===== src/rtl/core/bsr_pkg.sv =====
// ----------------------------------------------------------------------------
// bsr_pkg
// Shared types and constants of the bitmap/attribute scanline renderer.
// ----------------------------------------------------------------------------
package bsr_pkg;

   localparam int STORE_BYTES       = 6912;
   localparam int ADDR_W            = 13;
   localparam int ROW_W             = 8;    // store address above the cell column
   localparam int CELL_W            = 5;
   localparam int CELLS_PER_LINE    = 32;
   localparam int LINES             = 192;
   localparam int GROUP_W           = 6;
   localparam int BORDER_PIXELS_DEF = 32;
   localparam int CMDQ_DEPTH        = 4;
   localparam int CMDQ_PTR_W        = 2;
   localparam int CMDQ_CNT_W        = 3;

   // attribute area base (0x1800) as a row of 32 cells
   localparam logic [2:0] ATTR_ROW_TOP = 3'b110;

   typedef enum logic [1:0] {
      OP_WRITE_BYTE  = 2'd0,
      OP_WRITE_PORT  = 2'd1,
      OP_START_FRAME = 2'd2,
      OP_RENDER_LINE = 2'd3
   } op_type;

   // render: addr holds the bitmap row base, data the attribute row
   typedef struct packed {
      op_type            op;
      logic [ADDR_W-1:0] addr;
      logic [7:0]        data;
   } cmd_type;

endpackage


===== src/rtl/core/bsr_front.sv =====
// ----------------------------------------------------------------------------
// bsr_front
// Takes input items, drops the ones that change nothing, queues the rest.
// ----------------------------------------------------------------------------
module bsr_front (
   input  logic             req_tvalid,
   output logic             req_tready,
   input  logic [47:0]      req_tdata,
   input  logic [1:0]       req_tuser,
   input  logic             q_full,
   input  logic             clear_busy,
   output logic             q_push,
   output bsr_pkg::cmd_type q_cmd
);
   import bsr_pkg::*;

   logic [ADDR_W-1:0] offset;
   logic [7:0]        value;
   logic [15:0]       port;
   logic [7:0]        line;
   op_type            op;
   logic              keep;

   assign offset = req_tdata[12:0];
   assign value  = req_tdata[20:13];
   assign port   = req_tdata[36:21];
   assign line   = req_tdata[44:37];
   assign op     = op_type'(req_tuser);

   always_comb begin
      keep       = 1'b0;
      q_cmd.op   = op;
      q_cmd.addr = offset;
      q_cmd.data = value;
      case (op)
         OP_WRITE_BYTE: begin
            keep = (offset < ADDR_W'(STORE_BYTES));
         end
         OP_WRITE_PORT: begin
            keep = ~port[0];
         end
         OP_START_FRAME: begin
            keep = 1'b1;
         end
         OP_RENDER_LINE: begin
            keep       = (line < 8'(LINES));
            // interleaved bitmap row: y7 y6 y2 y1 y0 y5 y4 y3
            q_cmd.addr = {line[7:6], line[2:0], line[5:3], {CELL_W{1'b0}}};
            q_cmd.data = {ATTR_ROW_TOP, line[7:3]};
         end
         default: begin
            keep = 1'b0;
         end
      endcase
   end

   assign req_tready = ~q_full & ~clear_busy;
   assign q_push     = req_tvalid & req_tready & keep;

endmodule


===== config.mk =====
export PLATFORM = sky130hd
export DESIGN_NAME = bsr_front
export DESIGN_NICKNAME = d
export VERILOG_FILES = /design/src/rtl/core/bsr_pkg.sv /design/src/rtl/core/bsr_front.sv
export SDC_FILE = /design/constraint.sdc
export NUM_CORES = 1
export LEC_CHECK = 0
export ABC_AREA = 1
export BUFFER_PORTS_ARGS = -buffer_cell sky130_fd_sc_hd__clkbuf_2
export CELL_PAD_IN_SITES_DETAIL_PLACEMENT = 0
export CELL_PAD_IN_SITES_GLOBAL_PLACEMENT = 1
export CORE_ASPECT_RATIO = 0.75
export CORE_MARGIN = 4
export CORE_UTILIZATION = 10
export DETAILED_ROUTE_END_ITERATION = 10
export PLACE_DENSITY_LB_ADDON = 0.1
export REMOVE_ABC_BUFFERS = 1
export SETUP_SLACK_MARGIN = 0.02
export SLEW_MARGIN = 20
export SYNTH_ARGS = -nofsm -noshare
export SYNTH_HDL_FRONTEND = slang
export SYNTH_SLANG_ARGS = --single-unit

===== constraint.sdc =====
create_clock -name vclk -period 1.6
set_input_delay 0.48 -clock vclk [all_inputs]
set_output_delay 0.48 -clock vclk [all_outputs]
set_load 0.1 [all_outputs]

==> metrics.cfg, run 1 <==
[status]
status=complete, but fails checks
violations=setup timing

[routing]
drc=0
ant_nets=0
vias=624
drt_iter0_drc=15
avgViaCountPerCell=3.67
drt-pass1-iter-count=3
avgRoutedWirePerCell_um=11.5
finalWirelength_mm=1.95

[power_and_ir_drop]
swShare_pct=63.2
p_int_uw=274
netSwitchingPower_uw=469
combinationalPowerShare_pct=100.0
powerDensity_nw_per_um2=570
power_uw=743
vdd_drop_max_mv=0.225
clkPwrFrac_pct=0
leakagePower_nw=0.677
pwr-share-seq_pct=0

[placement]
io_buffer_count=60
placed_area_sq_um=1030
place_hpwl_mm=1.50
placed_cells=167
place.gp.congestion=0.707

[die]
start_util_pct=10.8
rows=16
dieArea_sq_um=3840
die_h_um=54.7
die_w_um=70.2
core_area_sq_um=2680
io_pins=78

[worst_setup_path]
max_stage_delay_ns=0.24
crit_type=primary input to output port
cp-end-kind=output port
crit_slowest_cell=or2_4
critPathLaunch=req_tuser[0]
cp_cell_sequence=clkbuf_16 -> nand2_8 -> clkinv_8 -> or2_4 -> buf_12
cp.required_ns=1.12
start_kind=primary input
path_buf_inv=3
crit_path_max_fanout=8
arrival_ns=1.20
critical-path-top-delay-family=buffers and inverters

[hold_path]
hp-start=q_full
hold_class=primary input to output port

[finish]
clockBufferCount=0
syn_to_final_growth_pct=349
fin_cells=170
seq_cell_count=0
ff_latch_area_sq_um=0
nNetsFinal=189
diodes=0
utilization_pct=48.6
layout-drive-gt1-share_pct=82.1
fill_cells=271
fin_area_sq_um=1300

[sta]
timing.final.crit_share_pct=105
setup_violations=20
min_period_ns=1.68
relSlewSlack_pct=86.7
max_freq_mhz=594
whs_ns=1.28
hold_viol_final=0
worstMarginPinSlew_ns=0.199
drv_slew=0
rsz0062_at_grt=yes
layout_setup_ws_ns=-0.0831

[yosys]
synth.distinct_cells=12
synth_warnings=0
netlist_area_sq_um=290
synth_cells=68
yosysSeqAreaShare_pct=0
synth_top_area_share_pct=47.8
synth_area_leaders=nand2_1 (48%), nor2_1 (16%), inv_1 (9.1%), buf_4 (5.2%), nand2_2 (4.3%)
syn_avg_cell_area_sq_um=4.27
yosysTopAreaCell=nand2_1

[grt]
grt_pass1_wl_mm=2.53
grt_pass1_vias=527
grt_antenna_before_repair=0
overflow=0
grt_max_degree=17
grt_use_total_pct=8.06

[run]
maxCapViolations=0

[cts]
holdBufCountCts=0

[what timing repair did]
action | CTS | global route
pin swaps | 3 | 18
cloned | 0 | 2
setup buffers | 0 | 1
setup endpoints to repair | 22 | 22
gates resized for setup | 22 | 41
[cell usage in the layout (no fill, tap or decap), types with 2 or more instances in the layout]
master,synthesis,layout
buf_4,2,6
or2_4,0,2
nand2_4,0,8
clkbuf_16,0,2
nor2_4,0,4
nor2_1,12,6
buf_12,0,26
nand2_2,2,19
nand2_1,37,11
clkbuf_2,0,33
inv_1,7,7
nor2_2,0,2
[final timing paths]
path | slack, ns | endpoint | cells past startpoint
max | -0.08 | q_cmd[7] | 5
min | 1.28 | req_tready | 3
[final cells by class]
| class | count | area [sq um] | area share, % |
|---|---|---|---|
| timing repair buffer | 69 | 807 | 62.0 |
| multi-input combinational | 56 | 399 | 30.6 |
| tap | 36 | 45.0 | 3.46 |
| inverter | 8 | 42.5 | 3.27 |
| timing repair inverter | 1 | 8.76 | 0.672 |
[power groups by stage]
stage | Clock (mW) | Combinational (mW) | Sequential [mW]
after floorplan | 0 | 0.365 | 0
after global placement | 0 | 0.663 | 0
after detailed placement | 0 | 0.667 | 0
after CTS | 0 | 0.693 | 0
after global routing | 0 | 0.769 | 0
final | 0 | 0.743 | 0
[logic make-up after synthesis]
family,synth area share [%]
AO/OA/AOI/OAI,1.72
AND/OR/NAND/NOR,76.3
buffers and inverters,22.0
[tightest hold or removal path: cells and delay by family]
| kind | cells | cell delay, ns |
|---|---|---|
| and+or+nand+nor | 1 | 0.06 |
| buffers and inverters | 2 | 0.26 |
[cell usage after synthesis (all sizes together)]
cell and instances:
nand2 39, nor3b 1, buf 4, a21oi 1, inv 8, or2 2
nand3 1, nor2 12
[through the flow]
step	setup slack [ns]	setup TNS, ns
after global routing	-0.108	-1.79
after detailed placement	-0.162	-2.83
final	-0.0831	-1.21
after CTS	-0.101	-1.40
after global placement	-0.157	-2.55
after floorplan	-0.901	-11.96
[per-layer routing]
layer	track usage [%]	wire length (um)	up-vias
li1	-	-	328
met1	10.7	811	272
met2	15.2	1010	24
met3	0.917	129	0
met4	0	0	0
met5	0	0	-
No activity file was read; power rests on OpenSTA's default activity.
==> run 2, diff against run 1 <==
Settings changed: ABC_AREA 1 to 0.
==> metrics.cfg, run 2 <==
[worst_setup_path]
critical-path-top-delay-family=buffers and inverters
crit_path_max_fanout=6
cp-end-kind=output port
crit_slowest_cell=a211oi_4
path_buf_inv=2
arrival_ns=1.23
cp_cell_sequence=clkbuf_16 -> nand3_4 -> o21ai_4 -> a211oi_4 -> buf_12
cp.required_ns=1.12
start_kind=primary input
crit_type=primary input to output port
max_stage_delay_ns=0.26

[routing]
ant_nets=0
avgViaCountPerCell=3.90
drt_iter0_drc=0
avgRoutedWirePerCell_um=11.4
drt-pass1-iter-count=1
vias=640
drc=0
finalWirelength_mm=1.86

[power_and_ir_drop]
powerDensity_nw_per_um2=546
vdd_drop_max_mv=0.239
leakagePower_nw=0.753

[yosys]
yosysTopAreaCell=nand2_1
yosysSeqAreaShare_pct=0
syn_avg_cell_area_sq_um=4.77
synth_warnings=0
synth_commonest_cells=nand2_1 (36), and2_1 (7), buf_4 (2), buf_6 (2), nand2b_1 (2)
synth_cells=58
yosysMostFrequentCell=nand2_1
netlist_area_sq_um=277
synth_area_leaders=nand2_1 (49%), and2_1 (16%), buf_6 (8.1%), buf_4 (5.4%), nand2b_1 (4.5%)
synth_top_area_share_pct=48.9
synth.distinct_cells=14

[finish]
syn_to_final_growth_pct=422
seq_cell_count=0
ff_latch_area_sq_um=0
diodes=0
layout_common_cells=clkbuf_2 (31), buf_12 (26), nand2_4 (19), nand2_1 (10), buf_4 (9)
nNetsFinal=183
final_common_cell=clkbuf_2
layout-drive-gt1-share_pct=91.4
utilization_pct=55.1
clockBufferCount=0

[grt]
groute.layer.met1.usage_pct=9.41
grt_pass1_wl_mm=2.63
grt_use_met3_pct=4.38
busiest_layer=met2
grt_max_degree=12
grt_pass1_vias=644
grt_antenna_before_repair=0
grt_use_total_pct=9.21
met2_usage_pct=18.1
overflow=0

[sta]
hold_viol_final=0
min_period_ns=1.71
tns_ns=-1.72
layout_setup_ws_ns=-0.109
max_freq_mhz=585
setup_violations=22
worstMarginPinSlew_ns=0.267
rsz0062_at_grt=yes
relSlewSlack_pct=82.1
drv_slew=0
timing.final.crit_share_pct=107

[die]
start_util_pct=10.5
dieArea_sq_um=3680
io_pins=78
core_area_sq_um=2620
rows=16
die_h_um=53.5
die_w_um=68.7

[run]
maxCapViolations=0

[hold_path]
hold_class=primary input to output port

[cts]
holdBufCountCts=0

[placement]
io_buffer_count=60
place_hpwl_mm=1.31
place.gp.congestion=0.616

[status]
violations=setup timing
status=complete, but fails checks

==> run 2: cells by family (layout without fill, tap and decap cells) <==
| family | count (synthesis) | count (layout) | share of synthesized area, % |
|---|---|---|---|
| buffers and inverters | 6 | 76 | 16.7 |
| AOI/OAI and AO/OA | 3 | 3 | 6.33 |
| and+or+nand+nor | 49 | 49 | 76.9 |
==> run 2: where the power goes <==
group	switching, mW	internal [mW]
clock	0	0
combinational	0.478	0.310
sequential	0	0
==> run 2: layout make-up <==
type / instances / area (sq um)
fill: 249 / 1180
tap: 36 / 45.0
inverter: 1 / 3.75
multi-input combinational: 52 / 493
timing repair buffer: 75 / 902
==> run 2: final timing paths <==
path,startpoint,end,slack [ns],cells past startpoint
max,req_tuser[1],q_push,-0.11,5
min,req_tdata[20],q_cmd[7],1.31,3
==> run 2: what timing repair did <==
action / CTS / global route
gates resized for setup: 62 / 20
endpoints found under the setup margin: 22 / 22
pin swaps: 14 / 12
cloned: 1 / 1
buffers inserted: 2 / 1
==> run 2: tightest hold or removal path, cell delays in order <==
cell      delay [ns]
clkbuf_2        0.07
nand2b_4        0.11
buf_12          0.16
==> run 2: per-layer routing <==
layer  vias up  wire [um]
met4         0          0
met3         0        294
met1       286        572
met5         -          0
li1        316          -
met2        38        995
==> run 2: through the flow <==
stage	area (sq um)	total power [mW]	worst slack, ns	cells	hold slack, ns
6_report	1440	0.788	-0.109	164	1.31
5_1_grt	1440	0.816	-0.136	164	1.33
4_1_cts	1330	0.759	-0.131	163	1.32
3_5_place_dp	1050	0.669	-0.229	160	1.29
3_3_place_gp	1050	0.667	-0.221	160	1.29
2_1_floorplan	234	0.360	-3.08	53	0.960
==> run 3, diff against run 2 <==
Settings changed: BUFFER_PORTS_ARGS -buffer_cell sky130_fd_sc_hd__clkbuf_2 to -buffer_cell sky130_fd_sc_hd__buf_4, CELL_PAD_IN_SITES_DETAIL_PLACEMENT 0 to 1.
==> metrics.cfg, run 3 (synthesis gave the netlist of run 2 again) <==
[finish]
layout-drive-gt1-share_pct=86.2
fill_cells=293
ff_latch_area_sq_um=0
diodes=0
clockBufferCount=0
seq_cell_count=0
syn_to_final_growth_pct=408
nNetsFinal=178
final_common_cell=buf_4
layout_common_cells=buf_4 (37), buf_12 (25), nand2_1 (14), nand2_4 (11)
fin_area_sq_um=1410
fin_cells=159

[grt]
grt_antenna_before_repair=0
grt_pass1_wl_mm=2.90
overflow=0
grt_max_degree=8
grt_use_total_pct=10.0
grt_pass1_vias=646

[power_and_ir_drop]
power_uw=781
leakagePower_nw=0.682
vdd_drop_max_mv=0.311
powerDensity_nw_per_um2=556

[hold_path]
hold_class=primary input to output port
min_path_cells=2

[sta]
timing.final.crit_share_pct=106
setup_violations=15
rsz0062_at_grt=yes
relSlewSlack_pct=82.0
whs_ns=1.30
layout_setup_ws_ns=-0.103
min_period_ns=1.70
max_freq_mhz=587
drv_slew=0
hold_viol_final=0
worstMarginPinSlew_ns=0.267

[placement]
io_buffer_count=60
place.gp.congestion=0.599
place_ws_ns=-0.231
place_hpwl_mm=1.40
placed_area_sq_um=795
placed_cells=156

[routing]
drt_iter0_drc=3
avgRoutedWirePerCell_um=12.5
vias=623
drt-pass1-iter-count=3
avgViaCountPerCell=3.92
drc=0
ant_nets=0
finalWirelength_mm=1.99

[die]
io_pins=78
start_util_pct=10.5
core_area_sq_um=2620
rows=16
die_h_um=53.5
dieArea_sq_um=3680
die_w_um=68.7

[cts]
holdBufCountCts=0

[worst_setup_path]
arrival_ns=1.22
crit_type=primary input to output port
critPathLaunch=req_tdata[43]
crit_path_max_fanout=2
cp-end-kind=output port
cp-endpoint=q_push
start_kind=primary input
cp.required_ns=1.12

[status]
status=complete, but fails checks
violations=setup timing

[run]
maxCapViolations=0

## run 3: cell types whose count changed in the layout (fill, tap and decap cells not counted), sizes merged
cell,previous run,this run
clkbuf,34,0
buf,41,70
## run 3: what timing repair did
item | CTS | global route
gates cloned | 1 | 0
resized for setup | 130 | 9
setup endpoints to repair | 22 | 22
pin swaps | 22 | 3
buffers inserted | 1 | 1
## run 3: worst max-delay path, stage by stage
cell and delay (ns):
buf_4 0.12, nand3_1 0.08, o21ai_1 0.08, a211oi_2 0.21
buf_6 0.25
## run 3: layout make-up
class	count	area [sq um]	area share, %
repair buffers	70	885	63.0
multi-input cells	52	472	33.6
well taps	36	45.0	3.21
inverters	1	3.75	0.267
## run 3: layer usage
metal,global-route usage (%),routed length (um)
met1,11.3,654
met2,19.3,1050
met3,3.55,282
met4,0,0
met5,0,0
## run 3: how the worst min path moves through the flow
stage,slack [ns],start,to
floorplan,0.96,req_tuser[0],q_cmd[21]
global placement,1.30,q_full,req_tready
detailed placement,1.30,q_full,req_tready
CTS,1.30,req_tuser[1],q_cmd[22]
global route,1.31,req_tuser[1],q_cmd[22]
finish,1.30,req_tuser[1],q_cmd[22]
## run 3: metrics by stage
step | TNS (ns) | utilization, %
after floorplan | -10.52 | -
after global placement | -2.98 | 30.3
after detailed placement | -3.16 | 30.3
after CTS | -0.909 | 50.9
after global routing | -1.33 | 53.6
final | -0.874 | 53.6
## run 3: where the power goes
| group | leakage [nW] | internal (mW) | switching [mW] |
|---|---|---|---|
| clock network | 0 | 0 | 0 |
| registers | 0 | 0 | 0 |
| logic | 0.682 | 0.308 | 0.473 |
| total | 0.682 | 0.308 | 0.473 |
