==> config.mk <==
export PLATFORM = sky130hd
export DESIGN_NAME = bsr_cmd_queue
export DESIGN_NICKNAME = d
export VERILOG_FILES = /design/src/rtl/core/bsr_pkg.sv /design/src/rtl/core/bsr_cmd_queue.sv
export SDC_FILE = /design/constraint.sdc
export NUM_CORES = 1
export LEC_CHECK = 0
export ABC_CLOCK_PERIOD_IN_PS = 6000
export BUFFER_PORTS_ARGS = -buffer_cell sky130_fd_sc_hd__buf_2
export CAP_MARGIN = 20
export CORE_MARGIN = 4
export CORE_UTILIZATION = 60
export CTS_CLUSTER_DIAMETER = 100
export DETAILED_ROUTE_END_ITERATION = 6
export GPL_ROUTABILITY_DRIVEN = 1
export PLACE_DENSITY_LB_ADDON = 0.12
export SYNTH_ARGS = -nofsm -noshare
export SYNTH_HDL_FRONTEND = slang
export SYNTH_SLANG_ARGS = --single-unit
export TNS_END_PERCENT = 50
==> constraint.sdc <==
create_clock -name clock -period 6 [get_ports clock]
set_input_delay 0.3 -clock clock [delete_from_list [all_inputs] [get_ports clock]]
set_output_delay 0.3 -clock clock [all_outputs]
set_load 0.1 [all_outputs]
==> src/rtl/core/bsr_pkg.sv <==
// ----------------------------------------------------------------------------
// bsr_pkg
// Shared types and constants of the bitmap/attribute scanline renderer.
// ----------------------------------------------------------------------------
package bsr_pkg;

   localparam int STORE_BYTES       = 6912;
   localparam int ADDR_W            = 13;
   localparam int ROW_W             = 8;    // store address above the cell column
   localparam int CELL_W            = 5;
   localparam int CELLS_PER_LINE    = 32;
   localparam int LINES             = 192;
   localparam int GROUP_W           = 6;
   localparam int BORDER_PIXELS_DEF = 32;
   localparam int CMDQ_DEPTH        = 4;
   localparam int CMDQ_PTR_W        = 2;
   localparam int CMDQ_CNT_W        = 3;

   // attribute area base (0x1800) as a row of 32 cells
   localparam logic [2:0] ATTR_ROW_TOP = 3'b110;

   typedef enum logic [1:0] {
      OP_WRITE_BYTE  = 2'd0,
      OP_WRITE_PORT  = 2'd1,
      OP_START_FRAME = 2'd2,
      OP_RENDER_LINE = 2'd3
   } op_type;

   // render: addr holds the bitmap row base, data the attribute row
   typedef struct packed {
      op_type            op;
      logic [ADDR_W-1:0] addr;
      logic [7:0]        data;
   } cmd_type;

endpackage

==> src/rtl/core/bsr_cmd_queue.sv <==
// ----------------------------------------------------------------------------
// bsr_cmd_queue
// Short command queue between the front and the back end.
// ----------------------------------------------------------------------------
module bsr_cmd_queue (
   input  logic             clock,
   input  logic             reset,
   input  logic             push,
   input  bsr_pkg::cmd_type cmd_in,
   input  logic             pop,
   output bsr_pkg::cmd_type cmd_out,
   output logic             full,
   output logic             empty
);
   import bsr_pkg::*;

   cmd_type                 entry_ff [CMDQ_DEPTH];
   logic [CMDQ_PTR_W-1:0]   wr_ptr_ff, wr_ptr_in;
   logic [CMDQ_PTR_W-1:0]   rd_ptr_ff, rd_ptr_in;
   logic [CMDQ_CNT_W-1:0]   count_ff, count_in;
   logic                    do_push, do_pop;

   assign full    = (count_ff == CMDQ_CNT_W'(CMDQ_DEPTH));
   assign empty   = (count_ff == '0);
   assign do_push = push & ~full;
   assign do_pop  = pop & ~empty;
   assign cmd_out = entry_ff[rd_ptr_ff];

   always_comb begin
      wr_ptr_in = do_push ? wr_ptr_ff + 1'b1 : wr_ptr_ff;
      rd_ptr_in = do_pop  ? rd_ptr_ff + 1'b1 : rd_ptr_ff;
      count_in  = count_ff;
      if (do_push && !do_pop) begin
         count_in = count_ff + 1'b1;
      end else if (do_pop && !do_push) begin
         count_in = count_ff - 1'b1;
      end
   end

   always_ff @(posedge clock) begin
      if (reset) begin
         wr_ptr_ff <= '0;
         rd_ptr_ff <= '0;
         count_ff  <= '0;
      end else begin
         wr_ptr_ff <= wr_ptr_in;
         rd_ptr_ff <= rd_ptr_in;
         count_ff  <= count_in;
      end
   end

   always_ff @(posedge clock) begin
      if (do_push) begin
         entry_ff[wr_ptr_ff] <= cmd_in;
      end
   end

endmodule

==> flow_summary.json, run 1 <==
{
  "rsz0062_at_grt": "no",
  "worst_pin_slew_ns": 0.798,
  "hpwl_um": 3620,
  "slew_violations": 0,
  "die-area_um2": 7720,
  "fmax_mhz": 397,
  "synth.most_common_cell": "edfxtp_1",
  "async_flop_share_pct": 0,
  "grt_usage_pct": 16.8,
  "cts_max_path_buffers": 2,
  "antenna_found_initial": 0,
  "synth_area_um2": 3830,
  "diodes": 0,
  "fin_cells": 309,
  "multi_input_area_um2": 805,
  "yosysTopAreaCell": "edfxtp_1",
  "holdBufCountCts": 0,
  "final_area_um2": 4420,
  "finalCriticalPeriod_ns": 2.52,
  "ys_ff_latch": 101,
  "antenna_left": 0,
  "postSynthCellCount": 168,
  "nNetsFinal": 262,
  "r2r-start": "count_ff[0]",
  "highest_layer": "met4",
  "routed_wl_um": 5790,
  "drc": 0,
  "cp_slowest_stage_delay_ns": 0.86,
  "synth.area.top_cells": "edfxtp_1 72%, mux4_2 12%, dfxtp_1 4.7%, mux4_1 2.1%, ha_1 1.6%",
  "cp_top_family": "flip-flops",
  "syn-num-nets": 201,
  "grt_max_degree": 24,
  "synth_top_area_share_pct": 72.2,
  "seq_area_um2": 2940,
  "cts_root_buffer": "clkbuf_8",
  "numCtsBuffers": 9,
  "min_period_over_period_pct": 42.0,
  "worstSetupStartpointType": "register",
  "slew_headroom_pct": 46.8,
  "area_delta_synth_final_pct": 15.6,
  "synth_common_cells": "92 x edfxtp_1, 20 x mux4_2, 9 x dfxtp_1, 6 x nor2_1, 5 x ha_1",
  "finalHoldViolations": 0,
  "clk_latency_ns": 0.35,
  "pin_count": 52,
  "crit_chain": "mux4_1, buf_2",
  "viasPerCell": 5.60,
  "route.vias.total": 1729,
  "nFillCells": 349,
  "grt.overflow.total": 0,
  "met1Wirelength_um": 2330,
  "placed_area_um2": 4110,
  "die_h_um": 87.9,
  "fin_tns_setup_ns": 0,
  "grt_pass1_wl_um": 9170,
  "path_clk_slew_ns": 0.09,
  "start_util_pct": 63.2,
  "worst_clock_skew_ns": 0.00740,
  "worstPathRequired_ns": 5.70,
  "core_um2": 6060,
  "cts_resized": 0,
  "die_w_um": 87.9,
  "avgRoutedWirePerCell_um": 18.7,
  "io_buffers": 51,
  "min_from": "cmd_in[11]",
  "status": "completed",
  "critPathBufInv": 1,
  "dr.pass1.iters": 4,
  "avgSynthCellArea_um2": 22.8,
  "end_kind": "primary output",
  "path_class": "register to primary output",
  "grt_pass1_vias": 1826,
  "worstPathArrival_ns": 2.22,
  "dp_cells": 288,
  "cts_tree": "built",
  "drv_cap": 0,
  "drt_iter0_drc": 53,
  "setup_viol": 0,
  "layout-drive-gt1-share_pct": 40.2,
  "dr_wl_met3_um": 323,
  "num_rows": 28,
  "slowest_stage": "dfxtp_2",
  "post_cts_buffers": 0,
  "clock_sinks": 101,
  "place_congestion": 0.726,
  "path_max_fanout": 23,
  "h-tree-depth": 3,
  "met2_length_um": 3020,
  "synth_edf_count": 92,
  "yosysUniqueCellTypes": 23,
  "utilization_pct": 73.0,
  "ys.flop_type": "edfxtp_1",
  "yosysSeqAreaShare_pct": 76.9,
  "synth_warnings": 0,
  "hp-class": "primary input to register"
}
==> layer usage <==
| layer | vias up | track usage, % |
|---|---|---|
| li1 | 807 | - |
| met1 | 869 | 20.3 |
| met2 | 44 | 27.8 |
| met3 | 9 | 5.17 |
| met4 | 0 | 7.95 |
| met5 | - | 0 |
==> sequential cells by signal (all words and copies together) (netlist names), named ones only <==
| register | cells |
|---|---|
| count_ff | 3 |
| entry_ff | 92 |
| rd_ptr_ff | 2 |
| wr_ptr_ff | 2 |
==> cell type report <==
cell class,instances,area share (%)
sequential,101,66.6
multi-input combinational,57,18.2
clock inverter,6,1.58
inverter,4,0.339
tap,75,2.12
timing repair buffer,56,8.32
clock buffer,10,2.89
==> kinds of logic (layout without fill, tap and decap cells) <==
family | Yosys count | after routing | share of synthesized area [%]
adder cells (fa/ha/maj) | 6 | 6 | 2.16
XOR/XNOR | 4 | 4 | 0.915
AO/OA/AOI/OAI | 6 | 6 | 1.08
buffers and inverters | 10 | 76 | 2.09
AND/OR/NAND/NOR | 16 | 16 | 2.52
flip-flops | 101 | 101 | 76.9
multiplexers | 25 | 25 | 14.4
==> per-stage QoR <==
step                hold WS (ns)  setup WS, ns
floorplan                  0.399          3.21
global placement           0.494          3.81
detailed placement         0.515          3.66
CTS                        0.148          3.41
global route               0.142          3.29
finish                     0.161          3.48
==> cells in the final DEF (no fill, tap or decap), types with 3 or more instances in the layout <==
cell type,instances
inv_1,4
and2_1,4
nor2_1,6
mux4_1,3
mux4_2,20
clkbuf_8,9
ha_1,5
xor2_1,4
buf_2,51
clkinvlp_4,3
dfxtp_1,8
edfxtp_1,92
buf_16,3
==> path summary, 6_finish.rpt <==
check                         end  slack, ns  depth (start not counted)
setup reg to reg      count_ff[2]       3.71                          8
setup / recovery      cmd_out[16]       3.48                          2
hold reg to reg      wr_ptr_ff[1]       0.53                          2
hold / removal    entry_ff[3][11]       0.16                          1
Power of run 1 is left out: the tool's default activity adds up to more than one toggle a clock period on the data nets, which glitch-free logic cannot reach.
==> run 2: changes to the inputs <==
ABC_CLOCK_PERIOD_IN_PS = 2500   (was 6000)
CORE_UTILIZATION = 56   (was 60)
clock period = 2.5 ns   (was 6 ns; I/O delays follow)
==> run 2 against run 1 <==
Cell area up 4.1%. Clock skew up 0.0023 ns. Worst hold slack worse by 0.10 ns. Via count up 6.1%. Non-clock buffer count up 26. First-iteration DRC count up 72%. Largest cell class unchanged.
==> flow_summary.json, run 2 (synthesis gave the netlist of run 1 again) <==
{
  "num_rows": 29,
  "diodes": 0,
  "area_delta_synth_final_pct": 20.3,
  "crit_chain": "nor3b_4, nor2_2, ha_1, inv_1, fa_1, xor2_1, or3_1, a21oi_1",
  "setup_viol": 0,
  "path_class": "register to register",
  "leakagePower_nw": 1.61,
  "cts_root_buffer": "clkbuf_8",
  "regMostFlops": "entry_ff",
  "rr_worst_depth": 8,
  "switchingPower_w": 0.00242,
  "drc": 0,
  "worst_ir_drop_vdd_uv": 974,
  "avgRoutedWirePerCell_um": 18.5,
  "r2r_slack_ns": 0.31,
  "drv_cap": 0,
  "fmax_mhz": 458,
  "core_um2": 6490,
  "reg.largest.list": "entry_ff (92), count_ff (3)",
  "min_from": "reset",
  "finalCriticalPeriod_ns": 2.19,
  "swShare_pct": 44.9,
  "largest_reg_flops": 92,
  "status": "completed",
  "route.vias.total": 1835,
  "pwr-share-comb_pct": 43.5,
  "path_max_fanout": 6,
  "post_cts_buffers": 0,
  "power.internal_w": 0.00297,
  "viasPerCell": 5.45,
  "grt_max_degree": 24,
  "antenna_found_initial": 0,
  "worstPathRequired_ns": 2.78,
  "routed_wl_um": 6250,
  "worstPathArrival_ns": 2.46,
  "io_buffers": 51,
  "grt.overflow.total": 0,
  "slew_violations": 0,
  "min_period_over_period_pct": 87.4,
  "worstSetupStartpointType": "register",
  "slew_headroom_pct": 66.7,
  "cts_tree": "built",
  "finalHoldWorstSlack_ns": 0.0598,
  "dp_cells": 298,
  "rr_endpoint": "count_ff[2]",
  "clk_latency_ns": 0.34,
  "place_congestion": 0.798,
  "worst_clock_skew_ns": 0.00970,
  "start_util_pct": 58.9,
  "antenna_left": 0,
  "grt_pass1_wl_um": 10100,
  "clock_sinks": 101,
  "worst_pin_slew_ns": 0.503,
  "grt_usage_pct": 16.4,
  "hpwl_um": 4130,
  "rsz0062_at_grt": "no",
  "layout-drive-gt1-share_pct": 37.7,
  "end_kind": "register",
  "nNetsFinal": 288,
  "dr.pass1.iters": 4,
  "pwr-share-seq_pct": 40.4,
  "die-area_um2": 8220,
  "cts_max_path_buffers": 2,
  "slowest_stage": "dfxtp_1",
  "numCtsBuffers": 9,
  "fin_tns_setup_ns": 0,
  "path_clk_slew_ns": 0.09,
  "finalHoldViolations": 0,
  "min_path_cells": 2,
  "hold_end": "count_ff[1]",
  "grt_pass1_vias": 2006,
  "fin_cells": 337,
  "final_cell_mix": "92 x edfxtp_1, 51 x buf_2, 23 x dlygate4sd3_1",
  "cp_slowest_stage_delay_ns": 0.54,
  "final_common_cell": "edfxtp_1",
  "pin_count": 52,
  "h-tree-depth": 3,
  "clkPwrFrac_pct": 16.1,
  "p_per_area_nw_per_um2": 1170,
  "drt_iter0_drc": 91,
  "die_h_um": 90.7,
  "r2r-start": "count_ff[0]",
  "hp-class": "primary input to register",
  "die_w_um": 90.7
}
==> run 2: changes by cell type in the layout (fill, tap and decap cells not counted), sizes merged <==
cell and delta:
dlygate4sd3 +23, clkinv +4, buf +3, clkinvlp -2, bufinv -1, inv -1
==> run 2: per-layer routing <==
metal	share of wire (%)	vias to the layer above	global-route usage, %
li1	-	863	-
met5	0	-	0
met1	41	923	19.7
met2	53	41	28.5
met3	4.0	8	3.33
met4	1.5	0	7.27
==> run 2: worst max-delay path by stage <==
stage	start	endpoint	slack [ns]	cells after the start
after floorplan	count_ff[2]	count_ff[2]	-0.11	8
after global placement	count_ff[0]	count_ff[2]	0.36	8
after global routing	count_ff[0]	count_ff[2]	0.11	8
final	count_ff[0]	count_ff[2]	0.31	8
after detailed placement	count_ff[0]	count_ff[2]	0.23	8
after CTS	count_ff[0]	count_ff[2]	0.20	8
==> run 2: critical path: cells and delay by family (launching register included) <==
family,cells,cell delay (ns)
flops,1,0.54
compound gates,1,0.16
buf+inv,1,0.06
xor+xnor,1,0.16
fa+ha+maj,2,0.60
simple gates,3,0.60
==> run 2: layout make-up <==
type | count | area [um^2]
clock inverters | 6 | 38.8
flip-flops and latches | 101 | 2940
inverters | 4 | 15.0
multi-input cells | 57 | 812
fillers | 406 | 1890
repair buffers | 82 | 571
well taps | 77 | 96.3
clock buffers | 10 | 128
==> run 2: what timing repair did <==
| item | CTS | global route |
|---|---|---|
| endpoints found under the hold margin | 89 | 0 |
| resized for setup | 0 | 1 |
| hold buffers | 23 | 0 |
| endpoints found under the setup margin | 0 | 1 |
==> run 2: per-stage QoR <==
stage                     util [%]  power, W  worst slack, ns  area (um^2)
after CTS                     70.9   0.00544            0.203         4600
after floorplan                  -   0.00423           -0.111         3830
after detailed placement      64.7   0.00456            0.226         4210
final                         70.9   0.00539            0.315         4600
after global routing          70.9   0.00561            0.110         4600
after global placement        64.7   0.00451            0.358         4210
==> run 2: power groups by stage <==
stage	combinational (W)	sequential, W	clock, W
after detailed placement	0.00234	0.00222	0
after CTS	0.00237	0.00218	0.000891
after global routing	0.00244	0.00221	0.000964
final	0.00235	0.00218	0.000868
after global placement	0.00230	0.00220	0
after floorplan	0.00209	0.00214	0
No activity file was read; power rests on OpenSTA's default activity.
==> run 3: changes to the inputs <==
ABC_CLOCK_PERIOD_IN_PS = 2200   (was 2500)
HOLD_SLACK_MARGIN = 0.12   (was default)
SETUP_SLACK_MARGIN = 0.2   (was default)
clock period = 2.2 ns   (was 2.5 ns; I/O delays follow)
==> run 3 against run 2 <==
Power increased by 30%. Combinational power increased by 44%. Clock skew decreased by 0.0031 ns. Global-route usage increased by 1.3 points. Clock power increased by 30%. Worst setup slack got worse by 0.10 ns. Cell count increased by 1.8%. Die area unchanged. Sequential cell count unchanged. Sequential share of layout area decreased by 4.7 points. Critical endpoint unchanged.
==> flow_summary.json, run 3 (synthesis gave the netlist of run 1 again) <==
{
  "status": "completed",
  "grt_max_degree": 24,
  "final_common_cell": "edfxtp_1",
  "path_clk_slew_ns": 0.09,
  "cts_root_buffer": "clkbuf_8",
  "diodes": 0,
  "route.vias.total": 1918,
  "placed_area_um2": 4510,
  "pin_count": 52,
  "antenna_found_initial": 0,
  "setup_viol": 0,
  "worstSetupStartpointType": "register",
  "nNetsFinal": 294,
  "cts_max_path_buffers": 2,
  "cts_tree": "built",
  "place_congestion": 0.787,
  "finalCriticalPeriod_ns": 1.99,
  "path_class": "register to register",
  "grt.overflow.total": 0,
  "drv_cap": 0,
  "grt_pass1_vias": 2101,
  "final_area_um2": 4990,
  "drc": 0,
  "layout-drive-gt1-share_pct": 40.6,
  "regMostFlops": "entry_ff",
  "path_max_fanout": 4,
  "finalHoldViolations": 0,
  "final_cell_mix": "92 x edfxtp_1, 31 x buf_2, 25 x dlygate4sd3_1",
  "min_period_over_period_pct": 90.3,
  "drt_iter0_drc": 123,
  "avgRoutedWirePerCell_um": 19.9,
  "io_buffers": 51,
  "antenna_left": 0,
  "die_h_um": 90.7,
  "clock_sinks": 101,
  "worst_clock_skew_ns": 0.00663,
  "worst_pin_slew_ns": 0.489,
  "die_w_um": 90.7,
  "worstPathRequired_ns": 2.47,
  "dr.pass1.iters": 4,
  "start_util_pct": 58.9,
  "slew_violations": 0,
  "h-tree-depth": 3,
  "grt_pass1_wl_um": 10900,
  "core_um2": 6490,
  "largest_reg_flops": 92,
  "rsz0062_at_grt": "yes",
  "hpwl_um": 4420,
  "worstPathArrival_ns": 2.26,
  "die-area_um2": 8220,
  "hp-class": "primary input to register",
  "routed_wl_um": 6830,
  "numCtsBuffers": 9,
  "viasPerCell": 5.59,
  "area_delta_synth_final_pct": 30.5,
  "leakagePower_nw": 1.76,
  "num_rows": 29,
  "clk_latency_ns": 0.34,
  "slew_headroom_pct": 67.6,
  "fmax_mhz": 503,
  "nFillCells": 337,
  "reg.largest.list": "entry_ff (92), count_ff (3)",
  "grt_usage_pct": 17.7,
  "utilization_pct": 76.9,
  "p_per_area_nw_per_um2": 1400,
  "end_kind": "register",
  "worst_ir_drop_vdd_uv": 1110
}
==> run 3: changes by cell type in the layout (fill, tap and decap cells not counted), sizes merged <==
cell         delta
dlygate4sd3     +2
clkinv          -1
buf             +4
bufinv          +1
==> run 3: final timing paths <==
path / slack [ns] / depth (start not counted) / endpoint / start
setup / recovery: 0.21 / 7 / count_ff[2] / count_ff[2]
hold / removal: 0.14 / 4 / wr_ptr_ff[0] / push
setup reg to reg: 0.21 / 7 / count_ff[2] / count_ff[2]
hold reg to reg: 0.53 / 2 / wr_ptr_ff[1] / wr_ptr_ff[1]
==> run 3: cell type report <==
type	count	area (um^2)	share of cell area (%)
well taps	77	96.3	1.93
multi-input cells	57	826	16.5
repair buffers	88	908	18.2
inverters	4	15.0	0.301
clock inverters	6	62.6	1.25
flip-flops and latches	101	2960	59.2
clock buffers	10	128	2.56
==> run 3: routing by layer <==
metal	wire length, um	global-route usage [%]
met1	2770	20.9
met2	3700	30.9
met3	242	3.75
met4	124	8.04
met5	0	0
==> run 3: report_power, final <==
group,total (W),internal [W],switching (W)
combinational,0.00338,0.00122,0.00216
clock,0.00113,0.000525,0.000600
sequential,0.00248,0.00233,0.000148
total,0.00698,0.00407,0.00291
==> run 3: worst max-delay path: stages, from the launching register on <==
cell,delay [ns]
dfxtp_4,0.37
o31ai_4,0.28
ha_2,0.24
inv_2,0.04
fa_2,0.37
xor2_1,0.15
or3_1,0.30
a21oi_1,0.15
==> run 3: what timing repair did <==
action                     in CTS  in global routing
setup endpoints to repair      16                  1
hold buffers                   25                  0
pin swaps                       0                  2
cloned                          0                  0
resized for setup               2                  2
hold endpoints to repair      100                  0
setup buffers                   0                  4
==> run 3: stage by stage <==
| stage | instances | hold WS [ns] | setup TNS, ns | power, W | setup slack [ns] |
|---|---|---|---|---|---|
| finish | 343 | 0.144 | 0 | 0.00698 | 0.213 |
| global route | 343 | 0.168 | 0 | 0.00721 | 0.141 |
| CTS | 339 | 0.133 | 0 | 0.00699 | 0.186 |
| detailed placement | 298 | 0.326 | 0 | 0.00584 | 0.158 |
| global placement | 298 | 0.318 | 0 | 0.00576 | 0.260 |
| floorplan | 168 | 0.209 | -3.23 | 0.00483 | -0.342 |
